`config.mk`:
```
export PLATFORM = sky130hd
export DESIGN_NAME = gimbal_mode_and_rate_command
export DESIGN_NICKNAME = d
export VERILOG_FILES = /design/src/rtl/gmrc_pkg.sv /design/src/rtl/gmrc_cfg_regs.sv /design/src/rtl/gmrc_mode_fsm.sv /design/src/rtl/gmrc_cmd_path.sv /design/src/rtl/gimbal_mode_and_rate_command.sv
export SDC_FILE = /design/constraint.sdc
export NUM_CORES = 2
export LEC_CHECK = 0
export ABC_CLOCK_PERIOD_IN_PS = 13500
export BUFFER_PORTS_ARGS = -buffer_cell sky130_fd_sc_hd__buf_2
export CORE_MARGIN = 8
export CORE_UTILIZATION = 56
export CTS_BUF_LIST = sky130_fd_sc_hd__clkbuf_4 sky130_fd_sc_hd__clkbuf_8
export DETAILED_ROUTE_END_ITERATION = 8
export GPL_TIMING_DRIVEN = 0
export PLACE_DENSITY_LB_ADDON = 0.3
export SLEW_MARGIN = 20
export SYNTH_ARGS = -nofsm -noshare
export SYNTH_HDL_FRONTEND = slang
export SYNTH_SLANG_ARGS = --single-unit
```
`constraint.sdc`:
```
create_clock -name aclk -period 13.5 [get_ports aclk]
set_input_delay 3.375 -clock aclk [delete_from_list [all_inputs] [get_ports aclk]]
set_output_delay 3.375 -clock aclk [all_outputs]
set_load 0.1 [all_outputs]
```
`src/rtl/gmrc_pkg.sv`:
```
// Shared widths, codes, defaults and types of the gimbal mode and rate command block.
`default_nettype none

package gmrc_pkg;

    // field widths
    localparam int unsigned SW_W         = 2;
    localparam int unsigned STICK_W      = 11;
    localparam int unsigned MOUSE_W      = 16;
    localparam int unsigned ANGLE_W      = 16;
    localparam int unsigned GAIN_W       = 16;
    localparam int unsigned DB_W         = 10;
    localparam int unsigned TOL_W        = 15;
    localparam int unsigned MODE_W       = 3;
    localparam int unsigned INC_W        = 16;

    // arithmetic widths
    localparam int unsigned ERR_W        = ANGLE_W + 1;
    localparam int unsigned PROD_W       = 33;
    localparam int unsigned SUM_W        = PROD_W + 1;
    localparam int unsigned FRAC_W       = 16;
    localparam int unsigned QUOT_W       = SUM_W - FRAC_W;

    // state counters
    localparam int unsigned INIT_CNT_W   = 13;
    localparam int unsigned SETTLE_CNT_W = 8;

    // stream widths
    localparam int unsigned S_TDATA_W    = 96;
    localparam int unsigned M_TDATA_W    = 40;

    // register port
    localparam int unsigned CFG_ADDR_W   = 5;
    localparam int unsigned CFG_DATA_W   = 32;
    localparam int unsigned REG_IDX_W    = 3;

    // gimbal modes
    localparam logic [MODE_W-1:0] MODE_RELAX   = 3'd0;
    localparam logic [MODE_W-1:0] MODE_INIT    = 3'd1;
    localparam logic [MODE_W-1:0] MODE_STOP    = 3'd2;
    localparam logic [MODE_W-1:0] MODE_GYRO    = 3'd3;
    localparam logic [MODE_W-1:0] MODE_ENCODER = 3'd4;

    // switch positions
    localparam logic [SW_W-1:0] SW_UP   = 2'd1;
    localparam logic [SW_W-1:0] SW_DOWN = 2'd2;
    localparam logic [SW_W-1:0] SW_MID  = 2'd3;

    // register indexes
    localparam logic [REG_IDX_W-1:0] REG_STICK_DEADBAND    = 3'd0;
    localparam logic [REG_IDX_W-1:0] REG_YAW_STICK_GAIN    = 3'd1;
    localparam logic [REG_IDX_W-1:0] REG_PITCH_STICK_GAIN  = 3'd2;
    localparam logic [REG_IDX_W-1:0] REG_YAW_MOUSE_GAIN    = 3'd3;
    localparam logic [REG_IDX_W-1:0] REG_PITCH_MOUSE_GAIN  = 3'd4;
    localparam logic [REG_IDX_W-1:0] REG_HOME_TOLERANCE    = 3'd5;
    localparam logic [REG_IDX_W-1:0] REG_YAW_RETURN_GAIN   = 3'd6;
    localparam logic [REG_IDX_W-1:0] REG_PITCH_RETURN_GAIN = 3'd7;

    // register reset values
    localparam logic [DB_W-1:0]   RST_STICK_DEADBAND = 10'd10;
    localparam logic [GAIN_W-1:0] RST_STICK_GAIN     = 16'd16;
    localparam logic [GAIN_W-1:0] RST_MOUSE_GAIN     = 16'd64;
    localparam logic [TOL_W-1:0]  RST_HOME_TOLERANCE = 15'd410;
    localparam logic [GAIN_W-1:0] RST_RETURN_GAIN    = 16'd328;

    // parameter defaults
    localparam int DEF_INIT_TIMEOUT_TICKS = 6000;
    localparam int DEF_SETTLE_TICKS       = 200;
    localparam int DEF_HOME_YAW           = 0;
    localparam int DEF_HOME_PITCH         = 0;

    typedef struct packed {
        logic [DB_W-1:0]   stick_deadband;
        logic [GAIN_W-1:0] yaw_stick_gain;
        logic [GAIN_W-1:0] pitch_stick_gain;
        logic [GAIN_W-1:0] yaw_mouse_gain;
        logic [GAIN_W-1:0] pitch_mouse_gain;
        logic [TOL_W-1:0]  home_tolerance;
        logic [GAIN_W-1:0] yaw_return_gain;
        logic [GAIN_W-1:0] pitch_return_gain;
    } gmrc_cfg_t;

    // command selection for the current transaction, after the mode update
    typedef struct packed {
        logic [MODE_W-1:0] mode;
        logic              manual;      // gyro or encoder: stick and mouse
        logic              homing;      // init: proportional return
        logic              yaw_homing;  // init: yaw axis returns as well
    } gmrc_sel_t;

endpackage

`default_nettype wire

```
`src/rtl/gmrc_cfg_regs.sv`:
```
// Configuration register file behind the APB-style port.
`default_nettype none

module gmrc_cfg_regs (
    input  wire logic                             aclk,
    input  wire logic                             aresetn,
    input  wire logic                             psel,
    input  wire logic                             penable,
    input  wire logic                             pwrite,
    input  wire logic [gmrc_pkg::CFG_ADDR_W-1:0]  paddr,
    input  wire logic [gmrc_pkg::CFG_DATA_W-1:0]  pwdata,
    output logic      [gmrc_pkg::CFG_DATA_W-1:0]  prdata,
    output logic                                  pready,
    output gmrc_pkg::gmrc_cfg_t                   cfg
);

    localparam int DW = gmrc_pkg::CFG_DATA_W;

    gmrc_pkg::gmrc_cfg_t            cfg_reg;
    gmrc_pkg::gmrc_cfg_t            cfg_next;
    logic [gmrc_pkg::REG_IDX_W-1:0] reg_idx;
    logic                           wr_en;

    assign pready  = 1'b1;
    assign reg_idx = paddr[gmrc_pkg::CFG_ADDR_W-1:2];
    assign wr_en   = psel && penable && pwrite && pready;
    assign cfg     = cfg_reg;

    always_comb begin
        cfg_next = cfg_reg;
        if (wr_en) begin
            unique case (reg_idx)
                gmrc_pkg::REG_STICK_DEADBAND:
                    cfg_next.stick_deadband = pwdata[gmrc_pkg::DB_W-1:0];
                gmrc_pkg::REG_YAW_STICK_GAIN:
                    cfg_next.yaw_stick_gain = pwdata[gmrc_pkg::GAIN_W-1:0];
                gmrc_pkg::REG_PITCH_STICK_GAIN:
                    cfg_next.pitch_stick_gain = pwdata[gmrc_pkg::GAIN_W-1:0];
                gmrc_pkg::REG_YAW_MOUSE_GAIN:
                    cfg_next.yaw_mouse_gain = pwdata[gmrc_pkg::GAIN_W-1:0];
                gmrc_pkg::REG_PITCH_MOUSE_GAIN:
                    cfg_next.pitch_mouse_gain = pwdata[gmrc_pkg::GAIN_W-1:0];
                gmrc_pkg::REG_HOME_TOLERANCE:
                    cfg_next.home_tolerance = pwdata[gmrc_pkg::TOL_W-1:0];
                gmrc_pkg::REG_YAW_RETURN_GAIN:
                    cfg_next.yaw_return_gain = pwdata[gmrc_pkg::GAIN_W-1:0];
                gmrc_pkg::REG_PITCH_RETURN_GAIN:
                    cfg_next.pitch_return_gain = pwdata[gmrc_pkg::GAIN_W-1:0];
                default: ;
            endcase
        end
    end

    always_ff @(posedge aclk) begin
        if (!aresetn) begin
            cfg_reg.stick_deadband    <= gmrc_pkg::RST_STICK_DEADBAND;
            cfg_reg.yaw_stick_gain    <= gmrc_pkg::RST_STICK_GAIN;
            cfg_reg.pitch_stick_gain  <= gmrc_pkg::RST_STICK_GAIN;
            cfg_reg.yaw_mouse_gain    <= gmrc_pkg::RST_MOUSE_GAIN;
            cfg_reg.pitch_mouse_gain  <= gmrc_pkg::RST_MOUSE_GAIN;
            cfg_reg.home_tolerance    <= gmrc_pkg::RST_HOME_TOLERANCE;
            cfg_reg.yaw_return_gain   <= gmrc_pkg::RST_RETURN_GAIN;
            cfg_reg.pitch_return_gain <= gmrc_pkg::RST_RETURN_GAIN;
        end else begin
            cfg_reg <= cfg_next;
        end
    end

    always_comb begin
        unique case (reg_idx)
            gmrc_pkg::REG_STICK_DEADBAND:    prdata = DW'(cfg_reg.stick_deadband);
            gmrc_pkg::REG_YAW_STICK_GAIN:    prdata = DW'(cfg_reg.yaw_stick_gain);
            gmrc_pkg::REG_PITCH_STICK_GAIN:  prdata = DW'(cfg_reg.pitch_stick_gain);
            gmrc_pkg::REG_YAW_MOUSE_GAIN:    prdata = DW'(cfg_reg.yaw_mouse_gain);
            gmrc_pkg::REG_PITCH_MOUSE_GAIN:  prdata = DW'(cfg_reg.pitch_mouse_gain);
            gmrc_pkg::REG_HOME_TOLERANCE:    prdata = DW'(cfg_reg.home_tolerance);
            gmrc_pkg::REG_YAW_RETURN_GAIN:   prdata = DW'(cfg_reg.yaw_return_gain);
            gmrc_pkg::REG_PITCH_RETURN_GAIN: prdata = DW'(cfg_reg.pitch_return_gain);
            default:                         prdata = '0;
        endcase
    end

endmodule

`default_nettype wire

```
`src/rtl/gmrc_mode_fsm.sv`:
```
// Gimbal mode state machine with init timeout and settle counters.
`default_nettype none

module gmrc_mode_fsm #(
    parameter int INIT_TIMEOUT_TICKS = gmrc_pkg::DEF_INIT_TIMEOUT_TICKS,
    parameter int SETTLE_TICKS       = gmrc_pkg::DEF_SETTLE_TICKS,
    parameter int HOME_YAW           = gmrc_pkg::DEF_HOME_YAW,
    parameter int HOME_PITCH         = gmrc_pkg::DEF_HOME_PITCH
) (
    input  wire logic                                aclk,
    input  wire logic                                aresetn,
    input  wire logic                                advance,
    input  wire logic                                link_offline,
    input  wire logic        [gmrc_pkg::SW_W-1:0]    mode_switch,
    input  wire logic signed [gmrc_pkg::ANGLE_W-1:0] yaw_angle,
    input  wire logic signed [gmrc_pkg::ANGLE_W-1:0] pitch_angle,
    input  wire logic        [gmrc_pkg::TOL_W-1:0]   home_tolerance,
    output logic signed      [gmrc_pkg::ERR_W-1:0]   yaw_err,
    output logic signed      [gmrc_pkg::ERR_W-1:0]   pitch_err,
    output gmrc_pkg::gmrc_sel_t                      sel
);

    localparam int AW = gmrc_pkg::ANGLE_W;
    localparam int EW = gmrc_pkg::ERR_W;
    localparam logic signed [AW-1:0] HOME_Y = HOME_YAW[AW-1:0];
    localparam logic signed [AW-1:0] HOME_P = HOME_PITCH[AW-1:0];
    localparam logic [gmrc_pkg::INIT_CNT_W-1:0] INIT_LIM =
        INIT_TIMEOUT_TICKS[gmrc_pkg::INIT_CNT_W-1:0];
    localparam logic [gmrc_pkg::SETTLE_CNT_W-1:0] SETTLE_LIM =
        SETTLE_TICKS[gmrc_pkg::SETTLE_CNT_W-1:0];

    logic [gmrc_pkg::MODE_W-1:0]       mode_reg, mode_next;
    logic [gmrc_pkg::INIT_CNT_W-1:0]   init_ticks_reg, init_ticks_next;
    logic [gmrc_pkg::SETTLE_CNT_W-1:0] settle_ticks_reg, settle_ticks_next;
    logic                              recovering_reg, recovering_next;

    logic [EW-1:0] yaw_abs, pitch_abs, tol_x;
    logic          both_homed, pitch_in_tol;

    assign yaw_err   = EW'(HOME_Y) - EW'(yaw_angle);
    assign pitch_err = EW'(HOME_P) - EW'(pitch_angle);
    assign yaw_abs   = yaw_err[EW-1]   ? EW'(-yaw_err)   : EW'(yaw_err);
    assign pitch_abs = pitch_err[EW-1] ? EW'(-pitch_err) : EW'(pitch_err);
    assign tol_x     = EW'(home_tolerance);

    assign both_homed   = (yaw_abs < tol_x) && (pitch_abs < tol_x);
    assign pitch_in_tol = (pitch_abs <= tol_x);

    always_comb begin
        mode_next         = mode_reg;
        init_ticks_next   = init_ticks_reg;
        settle_ticks_next = settle_ticks_reg;
        recovering_next   = recovering_reg;
        unique case (mode_reg)
            gmrc_pkg::MODE_INIT: begin
                if (init_ticks_reg < INIT_LIM)
                    init_ticks_next = init_ticks_reg + 1'b1;
                if (both_homed && (settle_ticks_reg < SETTLE_LIM))
                    settle_ticks_next = settle_ticks_reg + 1'b1;
                if ((init_ticks_next >= INIT_LIM) || (settle_ticks_next >= SETTLE_LIM)) begin
                    init_ticks_next   = '0;
                    settle_ticks_next = '0;
                    mode_next         = gmrc_pkg::MODE_STOP;
                    recovering_next   = 1'b0;
                end
            end
            gmrc_pkg::MODE_RELAX: begin
                if (!link_offline) begin
                    mode_next       = gmrc_pkg::MODE_INIT;
                    recovering_next = 1'b1;
                end
            end
            // later tests override earlier ones
            gmrc_pkg::MODE_STOP: begin
                if (link_offline)                   mode_next = gmrc_pkg::MODE_RELAX;
                if (mode_switch == gmrc_pkg::SW_DOWN) mode_next = gmrc_pkg::MODE_GYRO;
                if (mode_switch == gmrc_pkg::SW_UP)   mode_next = gmrc_pkg::MODE_ENCODER;
            end
            gmrc_pkg::MODE_GYRO: begin
                if (link_offline)                   mode_next = gmrc_pkg::MODE_RELAX;
                if (mode_switch == gmrc_pkg::SW_MID)  mode_next = gmrc_pkg::MODE_STOP;
                if (mode_switch == gmrc_pkg::SW_UP)   mode_next = gmrc_pkg::MODE_ENCODER;
            end
            // offline takes priority here
            gmrc_pkg::MODE_ENCODER: begin
                if (link_offline)
                    mode_next = gmrc_pkg::MODE_RELAX;
                else if (mode_switch == gmrc_pkg::SW_MID)
                    mode_next = gmrc_pkg::MODE_STOP;
                else if (mode_switch == gmrc_pkg::SW_DOWN)
                    mode_next = gmrc_pkg::MODE_GYRO;
            end
            default: ;
        endcase
    end

    assign sel.mode       = mode_next;
    assign sel.manual     = (mode_next == gmrc_pkg::MODE_GYRO) ||
                            (mode_next == gmrc_pkg::MODE_ENCODER);
    assign sel.homing     = (mode_next == gmrc_pkg::MODE_INIT);
    assign sel.yaw_homing = recovering_next || pitch_in_tol;

    always_ff @(posedge aclk) begin
        if (!aresetn) begin
            mode_reg         <= gmrc_pkg::MODE_INIT;
            init_ticks_reg   <= '0;
            settle_ticks_reg <= '0;
            recovering_reg   <= 1'b0;
        end else if (advance) begin
            mode_reg         <= mode_next;
            init_ticks_reg   <= init_ticks_next;
            settle_ticks_reg <= settle_ticks_next;
            recovering_reg   <= recovering_next;
        end
    end

endmodule

`default_nettype wire

```
`src/rtl/gmrc_cmd_path.sv`:
```
// Increment datapath: gain products, add, floor and saturate into the result register.
`default_nettype none

module gmrc_cmd_path (
    input  wire logic                                aclk,
    input  wire logic                                out_load,
    input  wire gmrc_pkg::gmrc_cfg_t                 cfg,
    input  wire gmrc_pkg::gmrc_sel_t                 sel,
    input  wire logic signed [gmrc_pkg::STICK_W-1:0] yaw_stick,
    input  wire logic signed [gmrc_pkg::STICK_W-1:0] pitch_stick,
    input  wire logic signed [gmrc_pkg::MOUSE_W-1:0] mouse_x,
    input  wire logic signed [gmrc_pkg::MOUSE_W-1:0] mouse_y,
    input  wire logic signed [gmrc_pkg::ERR_W-1:0]   yaw_err,
    input  wire logic signed [gmrc_pkg::ERR_W-1:0]   pitch_err,
    output logic             [gmrc_pkg::MODE_W-1:0]  cmd_mode,
    output logic signed      [gmrc_pkg::INC_W-1:0]   yaw_increment,
    output logic signed      [gmrc_pkg::INC_W-1:0]   pitch_increment
);

    localparam int PW = gmrc_pkg::PROD_W;
    localparam int SW = gmrc_pkg::SUM_W;
    localparam int QW = gmrc_pkg::QUOT_W;
    localparam int IW = gmrc_pkg::INC_W;
    localparam int XW = gmrc_pkg::STICK_W + 1;

    logic signed [XW-1:0] ys_x, ps_x, db_x;
    logic signed [gmrc_pkg::STICK_W-1:0] ys_db, ps_db;

    logic signed [PW-1:0] yaw_a, yaw_b, pitch_a, pitch_b;

    logic signed [SW-1:0] yaw_sum, pitch_sum;
    logic signed [IW-1:0] yaw_sat, pitch_sat;

    logic [gmrc_pkg::MODE_W-1:0] out_mode_reg;
    logic signed [IW-1:0] out_yaw_reg, out_pitch_reg;

    function automatic logic signed [IW-1:0] sat_inc(input logic signed [SW-1:0] s);
        logic [QW-1:0] q;
        q = s[SW-1:gmrc_pkg::FRAC_W];   // arithmetic shift: floor
        if ((q[QW-1:IW-1] == '0) || (q[QW-1:IW-1] == '1))
            sat_inc = q[IW-1:0];
        else
            sat_inc = q[QW-1] ? {1'b1, {(IW-1){1'b0}}} : {1'b0, {(IW-1){1'b1}}};
    endfunction

    // dead band: magnitude at or below the band reads as zero
    assign ys_x  = XW'(yaw_stick);
    assign ps_x  = XW'(pitch_stick);
    assign db_x  = $signed(XW'(cfg.stick_deadband));
    assign ys_db = ((ys_x > db_x) || (ys_x < -db_x)) ? yaw_stick : '0;
    assign ps_db = ((ps_x > db_x) || (ps_x < -db_x)) ? pitch_stick : '0;

    always_comb begin
        yaw_a   = '0;
        yaw_b   = '0;
        pitch_a = '0;
        pitch_b = '0;
        if (sel.manual) begin
            yaw_a   = PW'(ys_db) * $signed(PW'(cfg.yaw_stick_gain));
            yaw_b   = PW'(-(PW'(mouse_x) * $signed(PW'(cfg.yaw_mouse_gain))));
            pitch_a = PW'(ps_db) * $signed(PW'(cfg.pitch_stick_gain));
            pitch_b = PW'(mouse_y) * $signed(PW'(cfg.pitch_mouse_gain));
        end else if (sel.homing) begin
            pitch_a = PW'(pitch_err) * $signed(PW'(cfg.pitch_return_gain));
            if (sel.yaw_homing)
                yaw_a = PW'(yaw_err) * $signed(PW'(cfg.yaw_return_gain));
        end
    end

    assign yaw_sum   = SW'(yaw_a) + SW'(yaw_b);
    assign pitch_sum = SW'(pitch_a) + SW'(pitch_b);
    assign yaw_sat   = sat_inc(yaw_sum);
    assign pitch_sat = sat_inc(pitch_sum);

    always_ff @(posedge aclk) begin
        if (out_load) begin
            out_mode_reg  <= sel.mode;
            out_yaw_reg   <= yaw_sat;
            out_pitch_reg <= pitch_sat;
        end
    end

    assign cmd_mode        = out_mode_reg;
    assign yaw_increment   = out_yaw_reg;
    assign pitch_increment = out_pitch_reg;

endmodule

`default_nettype wire

```
`src/rtl/gimbal_mode_and_rate_command.sv`:
```
// Top level of the gimbal mode and rate command block.
//
// One control tick in, one result out. Each input transaction first steps
// the gimbal mode (relax, init, stop, gyro, encoder) and then gives yaw and
// pitch angle increments in Q3.12 rad, saturated to 16 bits: stick and mouse
// rate in gyro and encoder, a proportional return to home in init (pitch
// alone until pitch is within tolerance, unless re-entered from relax), zero
// in relax and stop. The block takes one transaction per clock while the
// output is not held by m_tready. An accepted transaction sits in the input
// register; the mode update, the four gain multipliers, the add, floor shift
// and saturation form one combinational pass into the result register, which
// drives m_tvalid. The mode and init counters step as a transaction leaves
// the input register, so the following transaction is evaluated against the
// updated mode. Back-pressure on m_tready holds the result register and then
// the input register; a waiting result does not block a new input
// transaction while the input register is free. Registers are written over
// the APB-style port at byte address 4*index and should only change while
// the block is idle.
`default_nettype none

module gimbal_mode_and_rate_command #(
    parameter int INIT_TIMEOUT_TICKS = gmrc_pkg::DEF_INIT_TIMEOUT_TICKS,
    parameter int SETTLE_TICKS       = gmrc_pkg::DEF_SETTLE_TICKS,
    parameter int HOME_YAW           = gmrc_pkg::DEF_HOME_YAW,
    parameter int HOME_PITCH         = gmrc_pkg::DEF_HOME_PITCH
) (
    input  wire logic                                aclk,
    input  wire logic                                aresetn,

    // s_tdata, lowest bit up: link_offline[0], mode_switch[2:1],
    // yaw_stick[13:3], pitch_stick[24:14], mouse_x[40:25], mouse_y[56:41],
    // yaw_angle[72:57], pitch_angle[88:73], zero[95:89]
    input  wire logic                                s_tvalid,
    output logic                                     s_tready,
    input  wire logic [gmrc_pkg::S_TDATA_W-1:0]      s_tdata,

    // m_tdata, lowest bit up: mode[2:0], yaw_increment[18:3],
    // pitch_increment[34:19], zero[39:35]
    output logic                                     m_tvalid,
    input  wire logic                                m_tready,
    output logic      [gmrc_pkg::M_TDATA_W-1:0]      m_tdata,

    input  wire logic                                psel,
    input  wire logic                                penable,
    input  wire logic                                pwrite,
    input  wire logic [gmrc_pkg::CFG_ADDR_W-1:0]     paddr,
    input  wire logic [gmrc_pkg::CFG_DATA_W-1:0]     pwdata,
    output logic      [gmrc_pkg::CFG_DATA_W-1:0]     prdata,
    output logic                                     pready
);

    localparam int SWW = gmrc_pkg::SW_W;
    localparam int STW = gmrc_pkg::STICK_W;
    localparam int MW  = gmrc_pkg::MOUSE_W;
    localparam int AW  = gmrc_pkg::ANGLE_W;
    localparam int IW  = gmrc_pkg::INC_W;
    localparam int MDW = gmrc_pkg::MODE_W;

    // bit offsets inside s_tdata
    localparam int O_SW = 1;
    localparam int O_YS = O_SW + SWW;
    localparam int O_PS = O_YS + STW;
    localparam int O_MX = O_PS + STW;
    localparam int O_MY = O_MX + MW;
    localparam int O_YA = O_MY + MW;
    localparam int O_PA = O_YA + AW;
    localparam int IN_USED = O_PA + AW;
    localparam int OUT_USED = MDW + 2 * IW;

    gmrc_pkg::gmrc_cfg_t cfg;
    gmrc_pkg::gmrc_sel_t sel;

    // input register
    logic                   in_valid_reg;
    logic [IN_USED-1:0]     in_data_reg;

    logic                   out_valid_reg;
    logic                   out_load;

    logic                   link_offline;
    logic [SWW-1:0]         mode_switch;
    logic signed [STW-1:0]  yaw_stick, pitch_stick;
    logic signed [MW-1:0]   mouse_x, mouse_y;
    logic signed [AW-1:0]   yaw_angle, pitch_angle;
    logic signed [gmrc_pkg::ERR_W-1:0] yaw_err, pitch_err;

    logic [MDW-1:0]         cmd_mode;
    logic signed [IW-1:0]   yaw_increment, pitch_increment;

    // stage advance: a stage loads when it is empty or its contents move on
    assign out_load = in_valid_reg && (!out_valid_reg || m_tready);
    assign s_tready = !in_valid_reg || out_load;

    always_ff @(posedge aclk) begin
        if (!aresetn) begin
            in_valid_reg  <= 1'b0;
            out_valid_reg <= 1'b0;
        end else begin
            if (s_tready)
                in_valid_reg <= s_tvalid;
            if (!out_valid_reg || m_tready)
                out_valid_reg <= in_valid_reg;
        end
    end

    always_ff @(posedge aclk) begin
        if (s_tvalid && s_tready)
            in_data_reg <= s_tdata[IN_USED-1:0];
    end

    // field unpack
    assign link_offline = in_data_reg[0];
    assign mode_switch  = in_data_reg[O_YS-1:O_SW];
    assign yaw_stick    = in_data_reg[O_PS-1:O_YS];
    assign pitch_stick  = in_data_reg[O_MX-1:O_PS];
    assign mouse_x      = in_data_reg[O_MY-1:O_MX];
    assign mouse_y      = in_data_reg[O_YA-1:O_MY];
    assign yaw_angle    = in_data_reg[O_PA-1:O_YA];
    assign pitch_angle  = in_data_reg[IN_USED-1:O_PA];

    gmrc_cfg_regs u_cfg (
        .aclk    (aclk),
        .aresetn (aresetn),
        .psel    (psel),
        .penable (penable),
        .pwrite  (pwrite),
        .paddr   (paddr),
        .pwdata  (pwdata),
        .prdata  (prdata),
        .pready  (pready),
        .cfg     (cfg)
    );

    // mode state steps on the transaction leaving the input register
    gmrc_mode_fsm #(
        .INIT_TIMEOUT_TICKS (INIT_TIMEOUT_TICKS),
        .SETTLE_TICKS       (SETTLE_TICKS),
        .HOME_YAW           (HOME_YAW),
        .HOME_PITCH         (HOME_PITCH)
    ) u_fsm (
        .aclk           (aclk),
        .aresetn        (aresetn),
        .advance        (out_load),
        .link_offline   (link_offline),
        .mode_switch    (mode_switch),
        .yaw_angle      (yaw_angle),
        .pitch_angle    (pitch_angle),
        .home_tolerance (cfg.home_tolerance),
        .yaw_err        (yaw_err),
        .pitch_err      (pitch_err),
        .sel            (sel)
    );

    gmrc_cmd_path u_path (
        .aclk            (aclk),
        .out_load        (out_load),
        .cfg             (cfg),
        .sel             (sel),
        .yaw_stick       (yaw_stick),
        .pitch_stick     (pitch_stick),
        .mouse_x         (mouse_x),
        .mouse_y         (mouse_y),
        .yaw_err         (yaw_err),
        .pitch_err       (pitch_err),
        .cmd_mode        (cmd_mode),
        .yaw_increment   (yaw_increment),
        .pitch_increment (pitch_increment)
    );

    assign m_tvalid = out_valid_reg;
    assign m_tdata  = {{(gmrc_pkg::M_TDATA_W - OUT_USED){1'b0}},
                       pitch_increment, yaw_increment, cmd_mode};

endmodule

`default_nettype wire
```
# ---- Yosys cells after proc, flatten, opt, wreduce, memory -nomap -nowiden
# Cells that the tools add are included.
dict set report op_classes {
  addsub 10
  n_mul 6
  n_lt_le_gt_ge 11
  n_eq_ne 19
  n_mux 36
  n_reduce_logical 30
}
# operator count
set op_table {}
lappend op_table {{$pmux 32 s8} 1}
lappend op_table {{$mux 33} 7}
lappend op_table {{$add 33x33->34} 2}
lappend op_table {{$mul 16x17->33} 2}
lappend op_table {{$mul 17x17->33} 2}
lappend op_table {{$mux 16} 4}
lappend op_table {{$mul 11x17->28} 2}
lappend op_table {{$mux 13} 3}
lappend op_table {{$lt 17x15->1} 2}
lappend op_table {{$mux 17} 2}
lappend op_table {{$neg 17->17} 2}
lappend op_table {{$sub 1x16->17 const A} 2}
lappend op_table {{$neg 33->33} 1}
lappend op_table {{$mux 3} 10}
lappend op_table {{$eq 3x3->1 const B} 8}
lappend op_table {{$lt 11x12->1} 2}
lappend op_table {{$mux 8} 3}
lappend op_table {{$gt 11x11->1} 2}
lappend op_table {{$mux 11} 2}
lappend op_table {{$reduce_and 2->1} 9}
lappend op_table {{$le 17x15->1} 1}
lappend op_table {{$eq 3x2->1 const B} 5}
lappend op_table {{$pmux 3 s5} 1}
lappend op_table {{$add 13x1->13 const B} 1}
lappend op_table {{other kinds (15)} 36}
dict set report totals {
  reg_bits 272
  inputBits 140
  output_inout_bits 75
}

# ---- Depth between registers and ports, before layout
dict set report logic_depth {
  depth_word 20
  mapped_depth 56
  depth_no_buf 55
}

# ---- Hierarchy
# A second synthesis with hierarchy kept.
dict set report hier_totals {
  hier_cells 7824
  area_unflattened_um2 68346.8
}
# module n_inst cells_per_inst area_each_um2 seq_area_each_um2
set by_module_without_submodules {}
lappend by_module_without_submodules {gmrc_cmd_path 1 6416 55632.1 1051.0}
lappend by_module_without_submodules {gmrc_cfg_regs 1 706 5708.0 2422.3}
lappend by_module_without_submodules {gmrc_mode_fsm 1 598 4189.0 500.5}
lappend by_module_without_submodules {gimbal_mode_and_rate_command 1 104 2817.7 2712.6}

# ---- Least setup slack after synthesis
# No wires, ideal clock.
dict set report synth_timing {
  path_kind {register to register}
  start {register u_cfg.cfg_reg, in the netlist u_cfg.cfg[111]}
  end {register u_path.out_pitch_reg[11] (netlist: u_path.pitch_increment[11]) (data pin)}
  setup_time_ps 256
  arrival_ps 10402
  setup_slack_ps 2842
  path_stages_with_launch 51
  path_buffers 3
  period_less_slack_ps 10658
  cell_sequence {dfxtp_1 inv_1 ha_1 inv_1 ha_1 nor2b_1 o21a_1 o21a_1 o21ai_0 a21boi_0 o31ai_1 nand3_1 nand2_1 clkbuf_1 and2_0 clkbuf_1 nand2_1 fa_1 (+15 left out) o21bai_1 a21o_1 a21o_1 a31o_2 a41oi_1 nand2b_1 xnor2_1 o22ai_1 ha_1 a21o_1 a21o_1 a221oi_4 o2111ai_4 a21oi_4 xor2_2 buf_2 a21oi_1 o211a_1}
}
dict set report synth_via {
  elab_chain_len 10
  elab_cells_between_ends 13
  classes_between {2 x add/sub; 1 x mul; 2 x order compare; 1 x eq/ne; 4 x mux; 3 x reduce/logical}
}
# element line_no
set synth_rtl {}
lappend synth_rtl {{from (decl)} gmrc_cfg_regs.sv:19} ;# gmrc_pkg::gmrc_cfg_t cfg_reg;
lappend synth_rtl {{from (signal assigned)} gmrc_cfg_regs.sv:65} ;# cfg_reg <= cfg_next;
lappend synth_rtl {{$neg 10->12} gmrc_cmd_path.sv:51} ;# assign ps_db = ((ps_x > db_x) || (ps_x < -db_x)) ? pitch_stick : '0;
lappend synth_rtl {{$lt 11x12->1} gmrc_cmd_path.sv:51}
lappend synth_rtl {{$logic_or 1x1->1 (*)} gmrc_cmd_path.sv:51}
lappend synth_rtl {{$mux 11 (*)} gmrc_cmd_path.sv:51}
lappend synth_rtl {{$mul 11x17->28 (*)} gmrc_cmd_path.sv:61} ;# pitch_a = PW'(ps_db) * $signed(PW'(cfg.pitch_stick_gain));
lappend synth_rtl {{$mux 33 (*)} gmrc_cmd_path.sv:58} ;# if (sel.manual) begin
lappend synth_rtl {{$add 33x33->34 (*)} gmrc_cmd_path.sv:71} ;# assign pitch_sum = SW'(pitch_a) + SW'(pitch_b);
lappend synth_rtl {{$eq 3x3->1 / $logic_not 3->1 (equally long branches)} gmrc_cmd_path.sv:40} ;# if ((q[QW-1:IW-1] == '0) || (q[QW-1:IW-1] == '1))
lappend synth_rtl {{$logic_or 1x1->1} gmrc_cmd_path.sv:40}
lappend synth_rtl {{$mux 16 (*)} gmrc_cmd_path.sv:40}
lappend synth_rtl {{named net u_path.pitch_sat[11]} gmrc_cmd_path.sv:32} ;# logic signed [IW-1:0] yaw_sat, pitch_sat;
lappend synth_rtl {{to (signal assigned)} gmrc_cmd_path.sv:79} ;# out_pitch_reg <= pitch_sat;
lappend synth_rtl {{to (decl)} gmrc_cmd_path.sv:35} ;# logic signed [IW-1:0] out_yaw_reg, out_pitch_reg;
# The timed path passes the listed nets; every way through them passes the cells marked *.
# A chain may end at the register's enable or synchronous reset.

==> impl_summary.md <==
Synthesis
Of the post-synthesis cell area, the dominant cell type holds 0.3542. Synthesis instantiated 102 different standard cells from the library. The synthesized netlist occupies a cell area of 67,530 um^2. Yosys attributes the largest share of cell area to sky130_fd_sc_hd__fa_1, sky130_fd_sc_hd__ha_1, sky130_fd_sc_hd__inv_1.

The cell taking the most area after synthesis is sky130_fd_sc_hd__fa_1. The register bit total from synthesis is 272. The commonest cells after synthesis are sky130_fd_sc_hd__inv_1, sky130_fd_sc_hd__fa_1, sky130_fd_sc_hd__nand2_1.

Dividing the synthesized area by the synthesized cell count gives 8.744 um^2. Synthesis produced 7,723 cells. The number of synthesized flops with an enable pin is 124. In the synthesized netlist the async set-or-reset flop fraction comes to 0.

The sequential cell area fraction in the yosys report is 0.09901. The Yosys step of the flow raised 0 warnings. The most used flip-flop cell after synthesis is sky130_fd_sc_hd__dfxtp_1. sky130_fd_sc_hd__inv_1 is the most common cell in the netlist.

Setup path
The startpoint class of the critical path is a flop. The largest single stage delay on the critical path is 610 ps. STA puts the critical path data arrival time at 13,430 ps. By startpoint and endpoint, the worst setup path is classified as flop to flop. For this design, the slowest cell found on the critical path is sky130_fd_sc_hd__clkbuf_1. The critical path contains buffers and inverters numbering 8 combined. STA puts the critical path data required time at 14,040 ps.

The cell that appears most often on the critical path is sky130_fd_sc_hd__clkbuf_1. Of all nets on the critical path, the largest fanout is 10. The dominant delay contributor by cell family on the critical path is compound AO/OA/AOI/OAI gates. STA classifies the critical path endpoint as a flop.

Clocking
The maximum clock path buffer count is 3. For the worst-skew pair, the clock arrives at the later sink with an insertion delay of 810 ps. The TritonCTS buffer count is 51. The number of buffers added to fix hold violations after cts is 0. The number of H-tree levels is 2.

Clock tree synthesis found a total of 272 sinks. The TritonCTS clock tree is done. The tree is rooted in a sky130_fd_sc_hd__clkbuf_8. After clock tree synthesis, the clock-pin slew on the worst setup and hold paths is 70 ps.

Routing
Across all layers, the routed design uses 54,490 vias. The number of DRC violations after detailed routing is 0. The first routing iteration left 4,852 violations.

The remaining antenna violation count is 0. The final routed wirelength across all metal layers is 198,000 um. The first-pass detailed-route iteration total is 8. Dividing the detail-routed wire length by the instance count gives 20.57 um. The number of vias per cell after detailed routing is 5.663.

Job
The tool flagged a number of max-cap violations equal to 0.

Timing
The final critical path time including I/O delays and setup is 12,880 ps. At the pin with the least slew margin, the transition time is 1228 ps. The final-layout setup total negative slack is 0 ps. Static timing analysis puts the maximum clock frequency at 77.62 MHz. In this run the tightest slew margin relative to its limit is 0.1813.

Setup repair after global routing left no endpoint under its margin. The clock tree skew after final layout is 52.44 ps. The final max-slew violation count came to 0. The total of endpoints with negative setup slack in the final report is 0.

The number of hold violations in the final report came to 0. The final period utilization is 0.9543.

Die
For this design the top-level I/O count stands at 215. The area of the core is 119,800 um^2. The initial utilization of the core area, before any placement, comes to 0.5637. The initialized floorplan defines 127 standard-cell rows.

The floorplan die area is 132,000 um^2. The die height is 363.3 um. The x dimension of the die is 363.3 um.

Final layout
In the final design database the tool counted 10,010 nets. The final standard cell count with taps included and fillers excluded is 9,622. The share of layout cells above drive strength 1 is 0.04677.

The flip-flop count of the largest register after layout is 121. Once layout is complete, the utilization of the core stands at 0.5986. The area overhead of the layout relative to synthesis is 6.199%.

Pwr
The net switching power of the design is 2.856 mW. The worst supply voltage drop on vdd is 0.1173 mV. The completed layout was analyzed and its total power is 5.568 mW.

Of the total power, the clock network draws 0.175. The internal portion of the total power is 2.712 mW. The static power due to leakage is 34.72 nW. The power density over cell area is 77.63 nW/um^2. The fraction of power consumed by sequential logic is 0.181.

The fraction of power consumed by combinational cells is 0.644. The switching power share of the total is 0.5129.

Placed design
The sum of net half-perimeters after detailed placement is 165,100 um. Routability-driven placement finished with a final weighted congestion of 1.000. The number of placed instances, taps included, is 9,513. During placement, the flow inserted port buffers numbering 155.

GRT
Entering global routing, the biggest net connects 45 pins. The via count of the first global-routing pass is 55,350. The number of antenna violations at the first check in global routing is 28. The total grt overflow is 0. The total routing resource utilization after global routing is 0.3005. The wire length of the first global-routing pass is 310,900 um.

Worst hold path
The worst min-delay path category is flop to flop.

Status
The flow ran to the end, and the final reports show no timing, DRC or antenna violations.
## cells by family (layout without fill, tap and decap cells)
| logic type | after synthesis | count (layout) | synth area share |
|---|---|---|---|
| buf+inv | 1966 | 2219 | 0.1109 |
| mux | 36 | 36 | 0.006688 |
| flops | 272 | 272 | 0.09901 |
| xor+xnor | 278 | 278 | 0.03655 |
| other cells | 2 | 36 | 0.0001112 |
| compound gates | 883 | 883 | 0.08875 |
| simple gates | 2370 | 2370 | 0.1701 |
| fa+ha+maj | 1916 | 1916 | 0.4878 |
## layout by cell type, fill, tap and decap left out, types with 22 or more instances in the layout
cell type / netlist / final
sky130_fd_sc_hd__inv_1: 1588 / 1588
sky130_fd_sc_hd__nand2b_1: 37 / 37
sky130_fd_sc_hd__nand2_1: 1088 / 1088
sky130_fd_sc_hd__a21boi_0: 114 / 114
sky130_fd_sc_hd__conb_1: 2 / 22
sky130_fd_sc_hd__xnor2_1: 173 / 171
sky130_fd_sc_hd__o22ai_1: 45 / 45
sky130_fd_sc_hd__clkbuf_8: 0 / 55
sky130_fd_sc_hd__o21bai_1: 74 / 74
sky130_fd_sc_hd__or3_1: 25 / 25
sky130_fd_sc_hd__nor2_1: 204 / 204
sky130_fd_sc_hd__a211oi_1: 23 / 22
sky130_fd_sc_hd__buf_4: 24 / 24
sky130_fd_sc_hd__clkbuf_1: 317 / 315
sky130_fd_sc_hd__xor2_1: 102 / 100
sky130_fd_sc_hd__nor2b_1: 64 / 64
sky130_fd_sc_hd__o21a_1: 23 / 23
sky130_fd_sc_hd__fa_1: 1195 / 1195
sky130_fd_sc_hd__o21ai_0: 118 / 116
sky130_fd_sc_hd__nor3_1: 76 / 75
sky130_fd_sc_hd__ha_1: 721 / 721
sky130_fd_sc_hd__dfxtp_1: 148 / 148
sky130_fd_sc_hd__buf_2: 2 / 157
sky130_fd_sc_hd__and3_1: 169 / 169
sky130_fd_sc_hd__edfxtp_1: 124 / 124
sky130_fd_sc_hd__nand3_1: 78 / 78
sky130_fd_sc_hd__nand4_1: 29 / 29
sky130_fd_sc_hd__a21o_1: 62 / 62
sky130_fd_sc_hd__a31oi_1: 30 / 30
sky130_fd_sc_hd__and2_1: 524 / 523
sky130_fd_sc_hd__a21oi_1: 213 / 212
## metrics by stage
stage / hold WS [ps] / area, um^2 / worst slack (ps)
detailed placement: 473.8 / 70490 / 292.1
CTS: 483.0 / 71640 / 229.2
global route: 512.8 / 71700 / 21.97
finish: 483.3 / 71720 / 617.5
floorplan: 453.1 / 67610 / 2842
global placement: 468.4 / 70400 / 557.1
## final timing paths
path	start	endpoint	slack (ps)	cells past startpoint
max	in_data_reg[73]	u_path.pitch_increment[11]	620	44
min	u_cfg.cfg[98]	u_cfg.cfg[98]	480	2
max reg2reg	in_data_reg[73]	u_path.pitch_increment[11]	620	44
min reg2reg	u_cfg.cfg[98]	u_cfg.cfg[98]	480	2
## worst min-delay path: stages (launching register included)
cell and delay (ps):
sky130_fd_sc_hd__dfxtp_1 320, sky130_fd_sc_hd__nand2_1 50, sky130_fd_sc_hd__a21boi_0 60
## layout make-up
cell class              count  area [um^2]
fillers                 10620        48090
plain buffers             375         1526
multi-input cells        5505        53480
repair buffers            158        850.8
diodes                     14        35.03
clock inverters            29        310.3
inverters                1591         5972
flip-flops and latches    272         6686
well taps                1612         2017
clock buffers              66        839.6
## power groups by stage
stage | combinational (mW) | sequential (mW) | clock [mW]
2_1_floorplan | 2.30 | 1.24 | 0
3_3_place_gp | 3.43 | 1.02 | 0
3_5_place_dp | 3.52 | 1.02 | 0
4_1_cts | 3.55 | 1.00 | 0.996
5_1_grt | 3.94 | 1.01 | 1.02
6_report | 3.59 | 1.01 | 0.975
## routing by layer
metal  vias up  share of wire  track usage
li1      24420              -            -
met1     27030           0.42       0.4285
met2      2592           0.43       0.4519
met4        14          0.035      0.09544
met5         -        0.00048            0
met3       431           0.11      0.07300
## timing repair
| action | in CTS | in global routing |
|---|---|---|
| setup buffers | 0 | 0 |
| gates resized for setup | 0 | 10 |
| hold endpoints to repair | 0 | 0 |
| endpoints found under the setup margin | 0 | 26 |
Note: power is estimated with default switching activity, not from simulation.
